[src/design/lmpc_pkg.sv]
package lmpc_pkg;

   localparam int MAX_CHARS = 7;
   localparam int LEN_BITS  = 3;
   localparam int IDX_BITS  = 10;
   localparam int CNT_BITS  = 32;

   localparam logic [CNT_BITS-1:0] COUNT_MAX = '1;

   typedef enum logic [1:0] {
      OP_LOAD = 2'd0,
      OP_CHAR = 2'd1,
      OP_EOL  = 2'd2,
      OP_READ = 2'd3
   } op_type;

   typedef enum logic [1:0] {
      STAT_STORED = 2'd0,
      STAT_DUP    = 2'd1,
      STAT_REJECT = 2'd2,
      STAT_COUNT  = 2'd3
   } status_type;

   typedef struct packed {
      logic                valid;
      op_type              op;
      logic [LEN_BITS-1:0] len;
      logic [IDX_BITS-1:0] idx;
   } head_type;

endpackage

[src/design/lmpc_front.sv]
module lmpc_front
   import lmpc_pkg::*;
#(
   parameter int CHAR_BITS = 24
) (
   input  logic                           clock,
   input  logic                           reset,
   input  logic                           req_valid,
   output logic                           req_ready,
   input  logic [1:0]                     req_action,
   input  logic [LEN_BITS-1:0]            req_entry_length,
   input  logic [MAX_CHARS*CHAR_BITS-1:0] req_chars,
   input  logic [IDX_BITS-1:0]            req_entry_index,
   output head_type                       head,
   output logic [MAX_CHARS*CHAR_BITS-1:0] head_chars,
   input  logic                           pop
);

   // Two-entry queue between the port and the dictionary engine.
   head_type                       meta_ff  [2];
   logic [MAX_CHARS*CHAR_BITS-1:0] chars_ff [2];
   logic                           wr_ptr_ff;
   logic                           rd_ptr_ff;
   logic [1:0]                     count_ff;
   logic                           push;
   logic                           do_pop;
   head_type                       entry;

   assign req_ready = (count_ff != 2'd2);
   assign push      = req_valid && req_ready;
   assign do_pop    = pop && (count_ff != 2'd0);

   always_comb begin
      entry       = '0;
      entry.valid = 1'b1;
      entry.op    = op_type'(req_action);
      entry.len   = req_entry_length;
      entry.idx   = req_entry_index;
   end

   always_ff @(posedge clock) begin
      if (reset) begin
         wr_ptr_ff <= 1'b0;
         rd_ptr_ff <= 1'b0;
         count_ff  <= 2'd0;
      end else begin
         if (push) begin
            meta_ff[wr_ptr_ff]  <= entry;
            chars_ff[wr_ptr_ff] <= req_chars;
            wr_ptr_ff           <= ~wr_ptr_ff;
         end
         if (do_pop) begin
            rd_ptr_ff <= ~rd_ptr_ff;
         end
         count_ff <= count_ff + 2'(push) - 2'(do_pop);
      end
   end

   always_comb begin
      head       = meta_ff[rd_ptr_ff];
      head.valid = (count_ff != 2'd0);
      head_chars = chars_ff[rd_ptr_ff];
   end

endmodule

[config.mk]
export PLATFORM = sky130hd
export DESIGN_NAME = lmpc_front
export DESIGN_NICKNAME = d
export VERILOG_FILES = /design/src/design/lmpc_pkg.sv /design/src/design/lmpc_front.sv
export SDC_FILE = /design/constraint.sdc
export NUM_CORES = 1
export LEC_CHECK = 0
export BUFFER_PORTS_ARGS = -buffer_cell sky130_fd_sc_hd__buf_2
export CORE_UTILIZATION = 56
export DETAILED_ROUTE_END_ITERATION = 8
export PLACE_DENSITY = 0.85
export SYNTH_ARGS = -nofsm -noshare
export SYNTH_HDL_FRONTEND = slang
export SYNTH_SLANG_ARGS = --single-unit
export TNS_END_PERCENT = 10
[constraint.sdc]
create_clock -name clock -period 35.4 [get_ports clock]
set_input_delay 3.54 -clock clock [delete_from_list [all_inputs] [get_ports clock]]
set_output_delay 3.54 -clock clock [all_outputs]
set_load 0.005 [all_outputs]
==> impl_metrics.prom <==
# TYPE chip_impl_metric gauge
chip_impl_info{name="run_status",value="finished, final reports clean"} 1
chip_impl_info{name="end_kind",value="primary output"} 1
chip_impl_metric{name="grt_antenna_before_repair",unit=""} 2
chip_impl_metric{name="route.final.wire_length",unit="mm"} 27.2
chip_impl_metric{name="yosysUniqueCellTypes",unit=""} 17
chip_impl_metric{name="seq_power_share",unit="%"} 48.9
chip_impl_metric{name="number_of_global_route_vias_before_repair",unit=""} 7252
chip_impl_metric{name="worst_case_clock_buffer_depth",unit=""} 3
chip_impl_metric{name="critical_path.max_stage_delay",unit="ps"} 910
chip_impl_metric{name="start_util",unit="%"} 57.3
chip_impl_metric{name="multiInputGateArea",unit="sq um"} 2200
chip_impl_metric{name="drt_iter0_markers",unit=""} 442
chip_impl_metric{name="timing.max_cap.violations",unit=""} 0
chip_impl_metric{name="cp.required",unit="ps"} 31860
chip_impl_metric{name="reported_net_switching_power",unit="uW"} 259
chip_impl_info{name="holdCritStartpoint",value="rd_ptr_ff$_SDFFE_PP0P_"} 1
chip_impl_info{name="hp-class",value="reg2reg"} 1
chip_impl_metric{name="viasPerCell",unit=""} 5.22
chip_impl_metric{name="finalCoreUtilization",unit="%"} 71.2
chip_impl_metric{name="r2r_slack",unit="ps"} 32820
chip_impl_metric{name="routedWlPerCell",unit="um"} 20.3
chip_impl_info{name="worstSetupStartpointType",value="register"} 1
chip_impl_metric{name="area_growth_synth_to_finish",unit="%"} 24.1
chip_impl_metric{name="worst_setup_hold_path_clk_slew",unit="ps"} 60
chip_impl_metric{name="crit_fanout",unit=""} 84
chip_impl_metric{name="postCtsResizedCells",unit=""} 0
chip_impl_metric{name="setup_viol_count_final",unit=""} 0
chip_impl_metric{name="setup_total_negative_slack",unit="ps"} 0
chip_impl_metric{name="post-route-drc-count",unit=""} 0
chip_impl_metric{name="report.final.hold_viol_count",unit=""} 0
chip_impl_metric{name="gr_util_all_layers",unit="%"} 21.1
chip_impl_metric{name="hold_buffers",unit=""} 0
chip_impl_metric{name="post_cts_buffers",unit=""} 0
chip_impl_metric{name="share_comb_of_total_power",unit="%"} 18.1
chip_impl_metric{name="nFillCells",unit=""} 1442
chip_impl_info{name="cts_tree",value="done"} 1
chip_impl_info{name="ctsRootBufferMaster",value="clkbuf_16"} 1
chip_impl_metric{name="dr.pass1.iters",unit=""} 4
chip_impl_metric{name="timing_worst_slew_pin_value",unit="ps"} 1130
chip_impl_metric{name="total_via_count_after_detailed_routing",unit=""} 6995
chip_impl_metric{name="power.ir.vdd_worst",unit="V"} 0.0000530
chip_impl_metric{name="total_power",unit="uW"} 1100
chip_impl_metric{name="largest_net_degree_at_the_start_of_global_routing",unit=""} 85
chip_impl_metric{name="synth_cells",unit=""} 593
chip_impl_metric{name="fmax",unit="GHz"} 0.155
chip_impl_metric{name="chipHeight",unit="um"} 157
chip_impl_metric{name="global_route_wire_length_before_repair",unit="mm"} 38.7
chip_impl_metric{name="max_transition_margin",unit="%"} 24.4
chip_impl_metric{name="clock_insertion_delay_worst_skew",unit="ps"} 490
chip_impl_metric{name="cts_sinks",unit=""} 371
chip_impl_metric{name="whs",unit="ps"} 511
chip_impl_metric{name="maxSlewViolCount",unit=""} 0
chip_impl_info{name="rsz0062_at_grt",value="no"} 1
chip_impl_info{name="regToRegStartpoint",value="count_ff[0]$_SDFF_PP0_"} 1
chip_impl_metric{name="synth_seq_cells",unit=""} 371
chip_impl_metric{name="post-dp-hpwl",unit="mm"} 18.1
chip_impl_metric{name="final_layout_size_suffix_gt1_share",unit="%"} 60.9
chip_impl_metric{name="ios",unit=""} 372
chip_impl_metric{name="fin_crit_sh",unit="%"} 18.2
chip_impl_metric{name="post_synth.cell_area_avg",unit="sq um"} 22.8
chip_impl_metric{name="overflow",unit=""} 0
chip_impl_metric{name="r2r_cells",unit=""} 5
chip_impl_metric{name="post_layout_instance_count_excluding_filler_cells",unit=""} 1339
chip_impl_metric{name="clockPowerShare",unit="%"} 33.0
chip_impl_metric{name="yosysWarnings",unit=""} 0
chip_impl_metric{name="h-tree-depth",unit=""} 2
chip_impl_metric{name="fp.dieW",unit="um"} 157
chip_impl_metric{name="power_per_cell_area",unit="nW/um^2"} 65.5
chip_impl_metric{name="syn-num-nets",unit=""} 782
chip_impl_metric{name="cp_data_arrival_time",unit="ps"} 2900
chip_impl_metric{name="design.core.area",unit="sq um"} 23500
chip_impl_metric{name="place_inst",unit=""} 1273
chip_impl_metric{name="cts_buffers",unit=""} 37
chip_impl_info{name="crit_path_top_delay_cell",value="buf_4"} 1
chip_impl_metric{name="port_buffers",unit=""} 371
chip_impl_info{name="cp_cell_sequence",value="buf_4, mux2_2, buf_2"} 1
chip_impl_metric{name="layout.nets",unit=""} 1182
chip_impl_metric{name="gp_congestion",unit=""} 0.772
chip_impl_metric{name="synth_area",unit="sq um"} 13500
chip_impl_metric{name="die_area",unit="sq um"} 24700
chip_impl_metric{name="finalClockSkew",unit="ps"} 8.90
chip_impl_metric{name="drtAntennaViolNets",unit=""} 0
chip_impl_metric{name="power.leakage",unit="uW"} 0.00619
chip_impl_info{name="worstSetupPathType",value="reg2out"} 1
chip_impl_metric{name="ff_latch_area",unit="sq um"} 11100
chip_impl_metric{name="switching_share",unit="%"} 23.6
chip_impl_metric{name="whs_path_depth",unit=""} 2
chip_impl_metric{name="intPower",unit="uW"} 839
chip_impl_metric{name="seq_area_frac_synth",unit="%"} 82.2
chip_impl_metric{name="row_count",unit=""} 56
chip_impl_metric{name="final.min_clock_period",unit="ps"} 6440
chip_impl_info{name="worstReg2RegEnd",value="chars_ff[1][11]$_DFFE_PP_"} 1
metrics by stage:
step	instance area, sq um	setup slack (ps)
2_1_floorplan	13500	17550
3_3_place_gp	15600	29540
3_5_place_dp	15600	29550
4_1_cts	16800	29000
5_1_grt	16800	28870
6_report	16800	28960
layout by cell type, fill, tap and decap left out, drive strengths merged:
master    netlist  layout
buf            20     381
bufinv          0       3
clkbuf          0      43
clkinv          0      16
clkinvlp        0       2
dfxtp           5       5
diode           0       2
edfxtp        366     366
ha              2       2
inv             1       1
mux2          184     184
nand2           1       1
nand2b          1       1
nor2            4       4
nor2b           2       2
nor3            1       1
nor3b           1       1
o21a            1       1
or2             1       1
xnor2           2       2
xor2            1       1
synth_stat cells, drive strengths merged:
library cell,n,share of area [%]
edfxtp,366,81
or2,1,0.046
xnor2,2,0.13
nor2,4,0.11
nand2b,1,0.046
inv,1,0.028
nand2,1,0.028
o21a,1,0.056
mux2,184,15
nor2b,2,0.093
nor3,1,0.037
ha,2,0.19
nor3b,1,0.056
xor2,1,0.065
buf,20,1.6
dfxtp,5,0.74
worst max-delay path by stage:
stage	from	end	slack (ps)	depth (start not counted)
floorplan	req_valid	chars_ff[1][0]$_DFFE_PP_	17550	2
global placement	register	head_chars[106]	29540	3
detailed placement	register	head_chars[106]	29550	3
CTS	register	head_chars[14]	29000	3
global route	register	head_chars[14]	28870	3
finish	register	head_chars[17]	28960	3
sequential cells by signal (all words and copies together) (netlist names), named ones only:
name and count:
wr_ptr_ff 1, rd_ptr_ff 1, chars_ff 336, count_ff 2, meta_ff 30
power by group through the flow:
stage	logic (uW)	registers (uW)	clock network, uW
finish	199	537	362
global route	214	540	384
CTS	201	537	368
detailed placement	198	546	0
global placement	193	544	0
floorplan	130	553	0
critical path, delay by kind of cell (launching register included):
family	cells	cell delay, ps
mux	1	440
flops	1	740
buf+inv	2	1050
cells by family after synthesis:
group	count (synthesis)	synth area share (%)
AOI/OAI and AO/OA	1	0.0556
DFF	371	82.2
buffers and inverters	21	1.65
and+or+nand+nor	11	0.417
adders and majority gates	2	0.185
xor gates and xnor gates	3	0.195
muxes	184	15.3
routing by layer:
layer | track usage, % | part of all wire, % | up-vias
met1 | 22.6 | 35 | 3438
met4 | 6.89 | 2.4 | 2
li1 | - | - | 3161
met2 | 38.1 | 53 | 337
met3 | 8.07 | 9.9 | 57
met5 | 0 | 0.037 | -
cell type report:
| class | instances | area share, % |
|---|---|---|
| Antenna cell | 2 | 0.0299 |
| Clock buffer | 43 | 5.66 |
| Clock inverter | 21 | 1.05 |
| Inverter | 1 | 0.0224 |
| Multi-Input combinational cell | 201 | 13.1 |
| Sequential cell | 371 | 66.2 |
| Tap cell | 319 | 2.38 |
| Timing Repair Buffer | 381 | 11.5 |
Power figures use the tool's default switching activity.
